[config.mk]
export PLATFORM = sky130hd
export DESIGN_NAME = pump_schedule_protection_controller
export DESIGN_NICKNAME = d
export VERILOG_FILES = /design/src/hdl/psp_pkg.sv /design/src/hdl/pump_schedule_protection_controller.sv
export SDC_FILE = /design/constraint.sdc
export NUM_CORES = 1
export LEC_CHECK = 0
export ABC_AREA = 1
export BUFFER_PORTS_ARGS = -buffer_cell sky130_fd_sc_hd__buf_2
export CAP_MARGIN = 40
export CORE_MARGIN = 2
export CORE_UTILIZATION = 50
export CTS_CLUSTER_DIAMETER = 100
export CTS_CLUSTER_SIZE = 28
export DETAILED_ROUTE_END_ITERATION = 6
export PLACE_DENSITY = 0.69
export SLEW_MARGIN = 20
export SYNTH_ARGS = -nofsm -noshare
export SYNTH_HDL_FRONTEND = slang
export SYNTH_SLANG_ARGS = --single-unit
[constraint.sdc]
create_clock -name clk -period 6.08 [get_ports clk]
set_input_delay 0.304 -clock clk [delete_from_list [all_inputs] [get_ports clk]]
set_output_delay 0.304 -clock clk [all_outputs]
set_load 0.1 [all_outputs]
[src/hdl/psp_pkg.sv]
// Shared constants for the pump schedule and protection controller:
// register indexes, event kinds, report codes and reset values.
// No dependencies.
`default_nettype none

package psp_pkg;

  localparam int TIME_BITS_DEF = 32;

  // configuration port
  localparam int CFG_ADDR_W = 3;
  localparam logic [CFG_ADDR_W-1:0] REG_SCHED_START   = 3'd0;
  localparam logic [CFG_ADDR_W-1:0] REG_SCHED_STOP    = 3'd1;
  localparam logic [CFG_ADDR_W-1:0] REG_SCHED_ENABLED = 3'd2;
  localparam logic [CFG_ADDR_W-1:0] REG_RUN_MINUTES   = 3'd3;
  localparam logic [CFG_ADDR_W-1:0] REG_TRIP_THRESH   = 3'd4;

  localparam int RUN_MIN_W   = 11;
  localparam int THRESH_W    = 8;
  localparam int LIMIT_W     = 17;  // run_minutes * 60 fits in 17 bits

  localparam logic [RUN_MIN_W-1:0] RUN_MIN_RST    = 11'd10;
  localparam logic [THRESH_W-1:0]  TRIP_THRESH_RST = 8'd5;
  localparam logic [LIMIT_W-1:0]   SECS_PER_MIN   = 17'd60;
  localparam logic [THRESH_W-1:0]  OT_COUNT_MAX   = 8'd255;

  // event kinds
  typedef logic [1:0] action_t;
  localparam action_t ACT_SENSOR = 2'd0;
  localparam action_t ACT_BUTTON = 2'd1;
  localparam action_t ACT_TICK   = 2'd2;
  localparam action_t ACT_APP    = 2'd3;

  // report codes
  typedef logic [1:0] report_t;
  localparam report_t REPORT_NONE = 2'd0;
  localparam report_t REPORT_ON   = 2'd1;
  localparam report_t REPORT_OFF  = 2'd2;

endpackage

`default_nettype wire

[src/hdl/pump_schedule_protection_controller.sv]
// Pump schedule and protection controller, single module.
// Depends on psp_pkg for register indexes, event kinds and report codes.
//
// Usage:
//   Input stream: in_tuser carries the event kind (sensor sample, button,
//   schedule tick, app command); in_tdata carries the time in seconds and
//   the sensor, wanted-state and acknowledge bits. Every input transaction
//   yields exactly one output transaction with the motor drive, trip flag,
//   block end time, runtime and the report code of that event.
//   Configuration: cfg_wr_en writes cfg_wr_data into the register picked by
//   cfg_addr; write only while no event is in flight.
//   Path: an input transaction passes the input register, then the decision logic
//   feeding the result register and the controller state together.
//   Throughput: one event per cycle while out_tready stays high. The state
//   update is one pass of compares and adds; the next event to fire sees it.
//   Stall: while out_tready is low the result register holds and the input
//   register fills; in_tready drops only when both are occupied.
//   Reset (rst_n low, synchronous): motor off, no trip, no block, runtime
//   zero, registers back to start 0, stop 0, schedule off, 10 minutes,
//   threshold 5; both pipeline slots empty.
`default_nettype none

module pump_schedule_protection_controller #(
  parameter int TIME_BITS = psp_pkg::TIME_BITS_DEF
) (
  input  wire logic                                clk,
  input  wire logic                                rst_n,
  // input stream
  input  wire logic                                in_tvalid,
  output logic                                     in_tready,
  // tdata, low bit up: now_time, overtemp_low, desired_on, app_ack, zero fill
  input  wire logic [((TIME_BITS+3+7)/8)*8-1:0]    in_tdata,
  // tuser: action
  input  wire psp_pkg::action_t                    in_tuser,
  // result stream
  output logic                                     out_tvalid,
  input  wire logic                                out_tready,
  // tdata, low bit up: motor_on, trip_flag, block_until, run_seconds,
  // report_code, zero fill
  output logic [((2*TIME_BITS+4+7)/8)*8-1:0]       out_tdata,
  // configuration
  input  wire logic                                cfg_wr_en,
  input  wire logic [psp_pkg::CFG_ADDR_W-1:0]      cfg_addr,
  input  wire logic [TIME_BITS-1:0]                cfg_wr_data
);
  import psp_pkg::*;

  localparam int OUT_W  = ((2 * TIME_BITS + 4 + 7) / 8) * 8;
  localparam int OUT_PAD = OUT_W - (2 * TIME_BITS + 4);

  typedef logic [TIME_BITS-1:0] time_t;

  // configuration registers
  time_t                 sched_start_r;
  time_t                 sched_stop_r;
  logic                  sched_en_r;
  logic [RUN_MIN_W-1:0]  run_min_r;
  logic [THRESH_W-1:0]   trip_thr_r;

  always_ff @(posedge clk) begin
    if (!rst_n) begin
      sched_start_r <= '0;
      sched_stop_r  <= '0;
      sched_en_r    <= 1'b0;
      run_min_r     <= RUN_MIN_RST;
      trip_thr_r    <= TRIP_THRESH_RST;
    end else if (cfg_wr_en) begin
      case (cfg_addr)
        REG_SCHED_START:   sched_start_r <= cfg_wr_data;
        REG_SCHED_STOP:    sched_stop_r  <= cfg_wr_data;
        REG_SCHED_ENABLED: sched_en_r    <= cfg_wr_data[0];
        REG_RUN_MINUTES:   run_min_r     <= cfg_wr_data[RUN_MIN_W-1:0];
        REG_TRIP_THRESH:   trip_thr_r    <= cfg_wr_data[THRESH_W-1:0];
        default: ;
      endcase
    end
  end

  // pipeline control
  logic    in_vld_r;
  logic    out_vld_r;
  logic    out_free;
  logic    fire;

  assign out_free  = !out_vld_r || out_tready;
  assign fire      = in_vld_r && out_free;
  assign in_tready = !in_vld_r || out_free;

  // input register
  action_t act_r;
  time_t   now_r;
  logic    ot_low_r;
  logic    want_on_r;
  logic    ack_r;

  always_ff @(posedge clk) begin
    if (!rst_n) begin
      in_vld_r <= 1'b0;
    end else if (in_tready) begin
      in_vld_r <= in_tvalid;
    end
  end

  always_ff @(posedge clk) begin
    if (in_tvalid && in_tready) begin
      act_r     <= in_tuser;
      now_r     <= in_tdata[TIME_BITS-1:0];
      ot_low_r  <= in_tdata[TIME_BITS];
      want_on_r <= in_tdata[TIME_BITS+1];
      ack_r     <= in_tdata[TIME_BITS+2];
    end
  end

  // controller state
  logic                motor_r,  motor_nxt;
  logic                window_r, window_nxt;
  logic                trip_r,   trip_nxt;
  time_t               block_r,  block_nxt;
  logic [THRESH_W-1:0] ot_cnt_r, ot_cnt_nxt;
  time_t               start_r,  start_nxt;
  time_t               rt_r,     rt_nxt;
  report_t             report_nxt;

  logic [LIMIT_W-1:0]  limit_s;
  time_t               limit_t;
  time_t               fallback;
  time_t               elapsed;
  logic [THRESH_W-1:0] ot_inc;
  logic                sched_go;

  assign limit_s  = LIMIT_W'(run_min_r) * SECS_PER_MIN;
  assign limit_t  = TIME_BITS'(limit_s);
  assign fallback = (sched_stop_r != '0) ? sched_stop_r : now_r + limit_t;
  assign elapsed  = now_r - start_r;
  assign ot_inc   = (ot_cnt_r == OT_COUNT_MAX) ? ot_cnt_r : ot_cnt_r + 1'b1;

  always_comb begin
    motor_nxt  = motor_r;
    window_nxt = window_r;
    trip_nxt   = trip_r;
    block_nxt  = block_r;
    ot_cnt_nxt = ot_cnt_r;
    start_nxt  = start_r;
    rt_nxt     = rt_r;
    report_nxt = REPORT_NONE;
    sched_go   = 1'b0;

    case (act_r)
      ACT_SENSOR: begin
        if (!motor_r || !ot_low_r) begin
          ot_cnt_nxt = '0;
        end else if (ot_inc >= trip_thr_r) begin
          motor_nxt  = 1'b0;
          window_nxt = 1'b0;
          block_nxt  = fallback;
          trip_nxt   = 1'b1;
          ot_cnt_nxt = '0;
          report_nxt = REPORT_OFF;
        end else begin
          ot_cnt_nxt = ot_inc;
        end
      end
      ACT_BUTTON: begin
        if (trip_r) begin
          trip_nxt  = 1'b0;
          block_nxt = '0;
        end else if (motor_r) begin
          motor_nxt  = 1'b0;
          window_nxt = 1'b0;
          block_nxt  = fallback;
          report_nxt = REPORT_OFF;
        end else begin
          motor_nxt  = 1'b1;
          start_nxt  = now_r;
          rt_nxt     = '0;
          block_nxt  = '0;
          report_nxt = REPORT_ON;
        end
      end
      ACT_TICK: begin
        // runtime limit first, then block expiry, scheduled start, window end
        if (motor_r) begin
          rt_nxt = elapsed;
          if (elapsed >= limit_t) begin
            motor_nxt  = 1'b0;
            window_nxt = 1'b0;
            rt_nxt     = '0;
            report_nxt = REPORT_OFF;
          end
        end
        if (block_r != '0 && now_r >= block_r) begin
          block_nxt = '0;
        end
        sched_go = !window_nxt && now_r >= sched_start_r && now_r < sched_stop_r
                   && sched_en_r && !(block_nxt != '0 && now_r < block_nxt)
                   && !trip_r;
        if (sched_go) begin
          motor_nxt  = 1'b1;
          start_nxt  = now_r;
          rt_nxt     = '0;
          window_nxt = 1'b1;
          report_nxt = REPORT_ON;
        end
        if (window_nxt && now_r >= sched_stop_r) begin
          motor_nxt  = 1'b0;
          window_nxt = 1'b0;
          report_nxt = REPORT_OFF;
        end
      end
      default: begin
        if (ack_r && want_on_r && !trip_r && !motor_r) begin
          motor_nxt  = 1'b1;
          start_nxt  = now_r;
          rt_nxt     = '0;
          block_nxt  = '0;
          report_nxt = REPORT_ON;
        end else if (ack_r && !want_on_r && motor_r) begin
          motor_nxt  = 1'b0;
          window_nxt = 1'b0;
          block_nxt  = fallback;
          report_nxt = REPORT_OFF;
        end
      end
    endcase
  end

  always_ff @(posedge clk) begin
    if (!rst_n) begin
      motor_r  <= 1'b0;
      window_r <= 1'b0;
      trip_r   <= 1'b0;
      block_r  <= '0;
      ot_cnt_r <= '0;
      start_r  <= '0;
      rt_r     <= '0;
    end else if (fire) begin
      motor_r  <= motor_nxt;
      window_r <= window_nxt;
      trip_r   <= trip_nxt;
      block_r  <= block_nxt;
      ot_cnt_r <= ot_cnt_nxt;
      start_r  <= start_nxt;
      rt_r     <= rt_nxt;
    end
  end

  // result register
  report_t report_r;

  always_ff @(posedge clk) begin
    if (!rst_n) begin
      out_vld_r <= 1'b0;
    end else if (out_free) begin
      out_vld_r <= in_vld_r;
    end
  end

  always_ff @(posedge clk) begin
    if (fire) begin
      report_r <= report_nxt;
    end
  end

  // state registers double as the result payload: they change only on fire
  assign out_tvalid = out_vld_r;
  assign out_tdata  = {{OUT_PAD{1'b0}}, report_r, rt_r, block_r, trip_r, motor_r};

  // checks
  a_trip_motor_off: assert property (@(posedge clk) disable iff (!rst_n)
    trip_r |-> !motor_r)
    else $error("motor running while tripped");

  a_window_motor_on: assert property (@(posedge clk) disable iff (!rst_n)
    window_r |-> motor_r)
    else $error("schedule window open with motor off");

  a_report_legal: assert property (@(posedge clk) disable iff (!rst_n)
    out_vld_r |-> (report_r == REPORT_NONE || report_r == REPORT_ON ||
                   report_r == REPORT_OFF))
    else $error("illegal report code");

  a_fire_fills_out: assert property (@(posedge clk) disable iff (!rst_n)
    fire |=> out_vld_r)
    else $error("transaction lost between input and result register");

endmodule

`default_nettype wire

---- After elaboration in Yosys (flattened, before gate mapping) ----
Index checks and enable logic that the tools add are counted.
operators by class
  add/sub/neg operators ................... 3
  multipliers ............................. 1
  $lt $le $gt $ge ......................... 7
  equality and inequality tests ........... 15
  multiplexer cells ....................... 60
  bitwise operators ....................... 1
  reductions and logical operators ........ 47
operators by type and width
  operator                 number
  $mux W32                 19
  $pmux W32 S3             3
  $ge A32 B32 Y1           3
  $reduce_bool A32 Y1      3
  $lt A32 B32 Y1           2
  $add A32 B17 Y32         1
  $ge A32 B17 Y1           1
  $sub A32 B32 Y32         1
  $mux W8                  3
  $mux W1                  21
  $mux W2                  10
  $logic_and A1 B1 Y1      15
  $mul A11 B4 Y15 const B  1
  $ne A2 B2 Y1 const B     6
  $reduce_and A2 Y1        6
  $reduce_and A6 Y1        2
  $add A8 B1 Y8 const B    1
  $eq A8 B8 Y1 const B     1
  $ge A8 B8 Y1             1
  $logic_not A1 Y1         8
  $reduce_and A4 Y1        2
  $reduce_and A7 Y1        1
  $eq A3 B2 Y1 const B     2
  $pmux W1 S3              2
  other kinds (17)         19
storage, ports and cells
  register bits after elaboration ......... 232
  input port bits ......................... 82
  output and inout port bits .............. 74
  word-level logic and storage cells ...... 154

---- Logic depth before layout (Yosys ltp) ----
Gate-level depths: netlist of run 1.
  depth after elaboration ................. 16
  gate-level depth with buffers ........... 38
  mapped depth without buffers ............ 36

---- Worst setup path after synthesis of run 1 ----
OpenSTA, ideal clock, no wires.
  kind .................................... register to register
  from .................................... register run_min_r[2]
  to ...................................... register rt_r[19]
  setup time .............................. 65 ps
  data arrival time ....................... 4,801 ps
  data required time ...................... 6,015 ps
  slack ................................... 1,214 ps
  stages on the path, launching flop included .. 35
  path buffers ............................ 2
  period minus slack after synthesis ...... 4,866 ps
  cells stage by stage .................... dfxtp_1 inv_1 fa_1 fa_1 inv_1 ha_1 a21oi_1 nand2_1 a21o_1 a21oi_1 o31ai_1 a21oi_1 o21bai_1 nand2_1 inv_1 o21ai_0 nand2_1 xor2_1 inv_1 ha_1 a21oi_1 nand2_1 a21oi_1 nand2_1 nand2_2 a21oi_2 nand2_2 nand2_4 inv_6 nand2_2 nand2_2 buf_6 buf_12 nand2_2 nor2_2
between the ends
  word-level cells in the longest chain between the ends .. 13
  elaborated cells on any way between the ends .. 17
  classes of those cells .................. 1 x mul; 1 x order compare; 1 x eq/ne; 7 x mux; 7 x reduce/logical
RTL lines
  what                                                         RTL line                                    RTL
  start, declared                                              pump_schedule_protection_controller.sv:57   logic [RUN_MIN_W-1:0] run_min_r;
  start signal, assigned                                       pump_schedule_protection_controller.sv:72   REG_RUN_MINUTES: run_min_r <= cfg_wr_data[RUN_MIN_W-1:0];
  $mul A11 B4 Y15 (*)                                          pump_schedule_protection_controller.sv:131  assign limit_s = LIMIT_W'(run_min_r) * SECS_PER_MIN;
  $ge A32 B17 Y1 (*)                                           pump_schedule_protection_controller.sv:184  if (elapsed >= limit_t) begin
  $mux W1                                                      pump_schedule_protection_controller.sv:184
  $mux W1                                                      pump_schedule_protection_controller.sv:182  if (motor_r) begin
  $mux W1                                                      pump_schedule_protection_controller.sv:148  case (act_r)
  $logic_not A1 Y1                                             pump_schedule_protection_controller.sv:194  sched_go = !window_nxt && now_r >= sched_start_r && now_r < sched_stop_r
  $logic_and A1 B1 Y1 (2 in a row)                             pump_schedule_protection_controller.sv:194
  $logic_and A1 B1 Y1 (2 in a row)                             pump_schedule_protection_controller.sv:195  && sched_en_r && !(block_nxt != '0 && now_r < block_nxt)
  $logic_and A1 B1 Y1                                          pump_schedule_protection_controller.sv:196  && !trip_r;
  $ne A3 B3 Y1 (no line) or $mux W32 (tied branches)           -
  $reduce_and A6 Y1 (no line) or $pmux W32 S3 (tied branches)  -
  end signal, assigned                                         pump_schedule_protection_controller.sv:243  rt_r <= rt_nxt;
  end, declared                                                pump_schedule_protection_controller.sv:121  time_t rt_r, rt_nxt;
Mark *: on every way between the ends. The rest lies on a longest branch, timed or not. The select of a mux whose other input is x is not followed.
A chain may end at the register's enable or synchronous reset.

---- Worst setup path after layout of run 1 ----
  from .................................... register run_min_r[2]
  to ...................................... register block_r[23]
between the ends
  word-level cells in the longest chain between the ends .. 6
  elaborated cells on any way between the ends .. 10
  classes of those cells .................. 1 x add/sub; 1 x mul; 8 x mux
RTL lines
  what                                RTL line                                                                                                                            RTL
  $mul A11 B4 Y15 (*)                 pump_schedule_protection_controller.sv:131
  $add A32 B17 Y32 (*)                pump_schedule_protection_controller.sv:133                                                                                          assign fallback = (sched_stop_r != '0) ? sched_stop_r : now_r + limit_t;
  $mux W32 (*)                        pump_schedule_protection_controller.sv:133
  $mux W32, on equally long branches  pump_schedule_protection_controller.sv:217, pump_schedule_protection_controller.sv:152, pump_schedule_protection_controller.sv:167
  $mux W32, on equally long branches  pump_schedule_protection_controller.sv:211, pump_schedule_protection_controller.sv:150, pump_schedule_protection_controller.sv:164
  $pmux W32 S3 (*)                    pump_schedule_protection_controller.sv:148
  end signal, assigned                pump_schedule_protection_controller.sv:240                                                                                          block_r <= block_nxt;
  end, declared                       pump_schedule_protection_controller.sv:118                                                                                          time_t block_r, block_nxt;
Marks and branches as above.

==> impl_metrics.tcl, run 1 <==
set metrics [dict create \
    clkPwrFrac_pct 26.0 \
    grt_pass1_vias 15300 \
    p_comb_share_pct 34.0 \
    final_cell_area_um2 18800 \
    gr-total-overflow 0 \
    synthCells 2270 \
    grt_pass1_wl_um 79500 \
    coreArea_um2 32700 \
    h-tree-depth 1 \
    power_density_nw_per_um2 226 \
    grt_util_all_layers_pct 28.2 \
    reg2regPathDepth 28 \
    wl_um 50100 \
    skew_ns 0.0369 \
    multi_input_area_um2 10100 \
    path_max_fanout 4 \
    die-area_um2 34900 \
    initial_core_util_pct 51.1 \
    p_total_uw 4240 \
    grt_max_degree 82 \
    cts_buffer_depth 3 \
    dp_hpwl_um 39000 \
    viasPerCell 5.53 \
    seq_area_um2 5030 \
    timing_worst_setup_path_type "flop to flop" \
    seqPwrFrac_pct 40.0 \
    synth_warnings 0 \
    status "completed" \
    finalSetupViolCount 0 \
    cts_buffers 14 \
    sw_frac_of_total_pct 39.0 \
    synth_edf_count 39 \
    vias 15900 \
    synthFlopType "dfxtp_1" \
    portBuffers 146 \
    clock-sinks 232 \
    critPathCapture "block_r[23]$_SDFFE_PN0P_" \
    finalSetupTns_ns 0 \
    path_clk_slew_ns 0.12 \
    die_y_um 187 \
    fillers 3163 \
    ys_ff_latch 232 \
    yosysUniqueCellTypes 58 \
    dr.pass1.iters 5 \
    worst_setup_path_start_kind "flop" \
    finalHoldViolCount 0 \
    timing.rr.end "block_r[23]$_SDFFE_PN0P_" \
    r2r-start "run_min_r[2]$_SDFFE_PN0P_" \
    slew_headroom_pct 44.7 \
    crit_start "run_min_r[2]$_SDFFE_PN0P_" \
    cts_tree "yes" \
    wire_per_inst_um 17.4 \
    placed_area_um2 17900 \
    cpPeakStageDelay_ns 0.51 \
    vdd_drop_max_mv 0.277 \
    area_growth_pct 12.5 \
    rsz0062_at_grt "false" \
    max-cap-violations 0 \
    rrSetupSlack_ns 0.49 \
    period_minus_slack_ns 5.59 \
    switchingPower_uw 1650 \
    worst_pin_slew_ns 0.825 \
    synth.cell_area_um2 16700 \
    diodes 0 \
    max_freq_mhz 179 \
    finalMaxSlewViolations 0 \
    ys_async_sr_fraction_pct 0 \
    clk_latency_ns 0.52 \
    critPathRequiredTime_ns 6.47 \
    gp_congestion 0.946 \
    die_w_um 187 \
    fin_crit_sh_pct 92.0 \
    cts-root-buf "clkbuf_16" \
    io_pins 156 \
    critPathArrivalTime_ns 5.99 \
    drive_gt1_share_pct 10.5 \
    crit_path_end_kind "flop" \
    p_leak_uw 0.00854 \
    nets 2755 \
    hold_path.class "input port to flop" \
    postRouteAntennaNets 0 \
    drt_iter0_drc 1206 \
    intPower_uw 2590 \
    remaining_drc_errors 0 \
    cp_slowest_cell "fa_1" \
    rows 66 \
    yosysSeqAreaShare_pct 30.1 \
    synth_area_per_cell_um2 7.37 \
    antenna_found_initial 0 \
]
==> placed cells by master (no fill, tap or decap), drive strengths merged, types with 39 or more instances in the layout <==
master,instances
inv,346
o21ai,223
dfxtp,193
buf,179
nor2,217
edfxtp,39
a21oi,268
nand3,58
nand2,361
ha,219
==> state kept, by name (all words and copies together) (netlist names) <==
register	flops
motor_r	1
ot_low_r	1
ack_r	1
sched_start_r	32
act_r	2
now_r	32
block_r	32
run_min_r	11
out_tvalid	1
start_r	32
want_on_r	1
report_r	2
trip_r	1
in_vld_r	1
ot_cnt_r	8
window_r	1
sched_stop_r	32
trip_thr_r	8
sched_en_r	1
rt_r	32
==> cell families after synthesis <==
logic type | Yosys count | share of synthesized area [%]
XOR/XNOR | 45 | 2.36
adder cells (fa/ha/maj) | 240 | 18.9
flip-flops | 232 | 30.1
AND/OR/NAND/NOR | 728 | 18.6
AO/OA/AOI/OAI | 602 | 19.9
buffers and inverters | 421 | 9.98
multiplexers | 1 | 0.0673
other | 1 | 0.0224
==> per-stage QoR <==
step	setup slack (ns)	std cells	hold slack, ns	util, %
2_1_floorplan	1.21	2273	0.403	-
3_3_place_gp	0.403	2818	0.425	54.7
3_5_place_dp	0.278	2818	0.429	54.7
4_1_cts	0.221	2879	0.0572	57.3
5_1_grt	0.0122	2883	0.0712	57.5
6_report	0.488	2883	0.0558	57.5
==> final cells by class <==
cell class | instances | area share [%]
Clock buffer | 18 | 2.06
Timing Repair Buffer | 217 | 7.23
Clock inverter | 6 | 0.486
Multi-Input combinational cell | 1621 | 53.5
Inverter | 347 | 6.99
Sequential cell | 232 | 26.8
Tap cell | 442 | 2.94
==> critical path, delay by kind of cell, from the launching register on <==
| kind | cells | cell delay, ns |
|---|---|---|
| AO/OA/AOI/OAI | 15 | 2.08 |
| XOR/XNOR | 1 | 0.25 |
| adder cells (fa/ha/maj) | 4 | 1.70 |
| buffers and inverters | 4 | 0.34 |
| flip-flops | 1 | 0.40 |
| AND/OR/NAND/NOR | 4 | 0.70 |
==> timing repair <==
action	CTS	global route
hold endpoints to repair	37	0
gates resized for setup	0	11
setup endpoints to repair	0	64
hold buffers	37	0
buffers inserted	0	2
==> synth_stat cells (9+ instances only) <==
cell / instances / share of area (%)
nand2_1: 344 / 7.7
inv_1: 339 / 7.6
a21oi_1: 266 / 8.0
ha_1: 219 / 16
nor2_1: 204 / 4.6
o21ai_0: 203 / 6.1
dfxtp_1: 193 / 23
nand3_1: 58 / 1.7
clkbuf_1: 52 / 1.2
edfxtp_1: 39 / 7.0
nand4_1: 35 / 1.3
xor2_1: 34 / 1.8
o211ai_1: 31 / 1.4
nor3_1: 26 / 0.78
fa_1: 21 / 2.5
nand2_2: 16 / 0.60
o21ai_1: 16 / 0.48
nor4_1: 15 / 0.56
o221ai_1: 14 / 0.73
nor2_2: 11 / 0.41
xnor2_1: 11 / 0.58
o21a_1: 10 / 0.45
a22oi_1: 9 / 0.40
buf_4: 9 / 0.40
==> power groups by stage <==
stage | registers [uW] | logic, uW | clock network (uW)
after detailed placement | 1730 | 1400 | 0
after global routing | 1700 | 1610 | 1180
final | 1700 | 1440 | 1100
after floorplan | 1860 | 893 | 0
after global placement | 1730 | 1360 | 0
after CTS | 1690 | 1420 | 1120
==> worst min-delay path by stage <==
stage / from / end / slack [ns] / cells past startpoint
final: in_tvalid / in_vld_r$_SDFFE_PN0N_ / 0.06 / 3
after global routing: in_tvalid / in_vld_r$_SDFFE_PN0N_ / 0.07 / 3
after CTS: in_tvalid / in_vld_r$_SDFFE_PN0N_ / 0.06 / 3
after detailed placement: rt_r[17]$_SDFFE_PN0P_ / rt_r[17]$_SDFFE_PN0P_ / 0.43 / 2
after global placement: rt_r[31]$_SDFFE_PN0P_ / rt_r[31]$_SDFFE_PN0P_ / 0.43 / 2
after floorplan: in_tdata[34] / ack_r$_DFFE_PP_ / 0.40 / 0
==> layer usage <==
layer	GRT usage (%)	vias to the layer above	part of all wire [%]
li1	-	7939	-
met1	39.1	7449	45
met2	46.1	478	45
met3	3.81	76	6.8
met4	7.51	0	2.7
met5	0	-	0
Note: power is estimated with default switching activity, not from simulation.
==> run 2: changes to the inputs <==
Settings changed: BUFFER_PORTS_ARGS -buffer_cell sky130_fd_sc_hd__buf_2 to -buffer_cell sky130_fd_sc_hd__clkbuf_2, MAX_ROUTING_LAYER set to met4.
==> run 2 against run 1 <==
Combinational power barely moved. Clock-buffer cell count fell by 1. Non-clock buffer count rose by 2. Critical endpoint is now start_r[3]$_SDFFE_PN0P_.
==> impl_metrics.tcl, run 2 (same netlist as run 1, synthesis figures left out) <==
set metrics [dict create \
    io_pins 156 \
    max_freq_mhz 178 \
    dp.cells 2820 \
    hold_path.class "input port to flop" \
    viasPerCell 5.53 \
    dr.pass1.iters 5 \
    grt_max_degree 82 \
    min_delay_path_depth 3 \
    critPathRequiredTime_ns 6.52 \
    period_minus_slack_ns 5.63 \
    grt_pass1_wl_um 80400 \
    grt_util_all_layers_pct 29.5 \
    vdd_drop_max_mv 0.321 \
    finalHoldViolCount 0 \
    multi_input_area_um2 10100 \
    cts_tree "yes" \
    path_max_fanout 15 \
    use_met1_pct 40.3 \
    crit_path_end_kind "flop" \
    vias 16000 \
    cts-root-buf "clkbuf_16" \
    die_w_um 187 \
    critPathArrivalTime_ns 6.08 \
    portBuffers 146 \
    path_clk_slew_ns 0.11 \
    drive_gt1_share_pct 10.7 \
    skew_ns 0.0236 \
    wire_per_inst_um 17.8 \
    p_leak_uw 0.00854 \
    finalSetupViolCount 0 \
    rsz0062_at_grt "false" \
    fillers 3198 \
    timing_worst_setup_path_type "flop to flop" \
    worst_path_most_repeated_cell "nand2_1" \
    use_met2_pct 47.1 \
    dp_hpwl_um 39900 \
    remaining_drc_errors 0 \
    postRouteAntennaNets 0 \
    seq_area_um2 5040 \
    gr-total-overflow 0 \
    nets 2758 \
    fin_crit_sh_pct 92.6 \
    finalNonFillerCells 2886 \
    power_density_nw_per_um2 226 \
    drt_iter0_drc 1259 \
    crit_buf_inv 7 \
    reg2regPathDepth 34 \
    rows 66 \
    finalMaxSlewViolations 0 \
    status "completed" \
    grt_pass1_vias 15100 \
    clk_latency_ns 0.52 \
    slew_headroom_pct 44.2 \
    grt-busiest-layer "met2" \
    initial_core_util_pct 51.1 \
    wl_um 51400 \
    die-area_um2 34900 \
    final_cell_mix "nand2_1 (343), inv_1 (339), a21oi_1 (264)" \
    worst_pin_slew_ns 0.837 \
    max-cap-violations 0 \
    coreArea_um2 32700 \
    cp_top_family "adder cells" \
    finalSetupTns_ns 0 \
    cts_buffers 14 \
    die_y_um 187 \
    area_growth_pct 12.8 \
    cpPeakStageDelay_ns 0.51 \
    cts_buffer_depth 3 \
    diodes 0 \
    met3_usage_pct 2.36 \
    gp_congestion 0.947 \
    layout_commonest_cell "nand2_1" \
    worst_setup_path_start_kind "flop" \
    h-tree-depth 1 \
    cp_slowest_cell "fa_1" \
    antenna_found_initial 0 \
    clock-sinks 232 \
    cp.depth 34 \
]
[run 2: cell count changes in the layout (fill, tap and decap cells not counted), moves of 2 or more]
cell / previous run / this run
clkbuf_2: 1 / 145
clkinv_8: 2 / 0
buf_2: 145 / 1
buf_8: 0 / 2
[run 2: final cells by class]
class | instances | area share, %
Clock inverter | 7 | 0.477
Inverter | 347 | 6.98
Timing Repair Buffer | 219 | 7.39
Clock buffer | 17 | 2.03
Sequential cell | 232 | 26.7
Multi-Input combinational cell | 1622 | 53.5
Tap cell | 442 | 2.93
[run 2: worst register-to-register path: cells and delay by family, from the launching register on]
family / cells / cell delay (ns)
buffers and inverters: 7 / 0.62
AO/OA/AOI/OAI: 11 / 1.54
flip-flops: 1 / 0.40
XOR/XNOR: 1 / 0.18
AND/OR/NAND/NOR: 11 / 1.17
adder cells (fa/ha/maj): 4 / 1.64
[run 2: final timing paths]
check,from,end,slack [ns]
worst max-delay path,run_min_r[2]$_SDFFE_PN0P_,start_r[3]$_SDFFE_PN0P_,0.45
worst min-delay path,in_tvalid,in_vld_r$_SDFFE_PN0N_,0.06
worst max register to register,run_min_r[2]$_SDFFE_PN0P_,start_r[3]$_SDFFE_PN0P_,0.45
worst min register to register,rt_r[17]$_SDFFE_PN0P_,rt_r[17]$_SDFFE_PN0P_,0.45
[run 2: routing by layer]
layer  vias to the layer above  share of wire (%)
li1                       7968                  -
met5                         -                  0
met4                         0                2.6
met1                      7455                 46
met2                       457                 45
met3                        79                5.7
[run 2: repair_timing]
action / 4_1_cts / 5_1_grt
hold endpoints to repair: 37 / 0
resized for setup: 0 / 16
hold buffers: 37 / 0
setup endpoints to repair: 0 / 71
setup buffers: 0 / 2
[run 2: power breakdown]
part | switching [uW] | total [uW] | internal, uW
combinational | 980 | 1450 | 473
clock | 624 | 1110 | 489
sequential | 68.7 | 1700 | 1630
[run 2: metrics by stage]
stage                     area [um2]  hold WS (ns)  util, %  setup WS, ns  total power [uW]
after CTS                      18800        0.0394     57.4         0.171              4250
after detailed placement       17900         0.431     54.8         0.213              3130
after global routing           18900        0.0774     57.7        0.0109              4520
final                          18900        0.0561     57.7         0.448              4260
after global placement         17900         0.428     54.7         0.376              3100
after floorplan                16700         0.403        -          1.21              2750
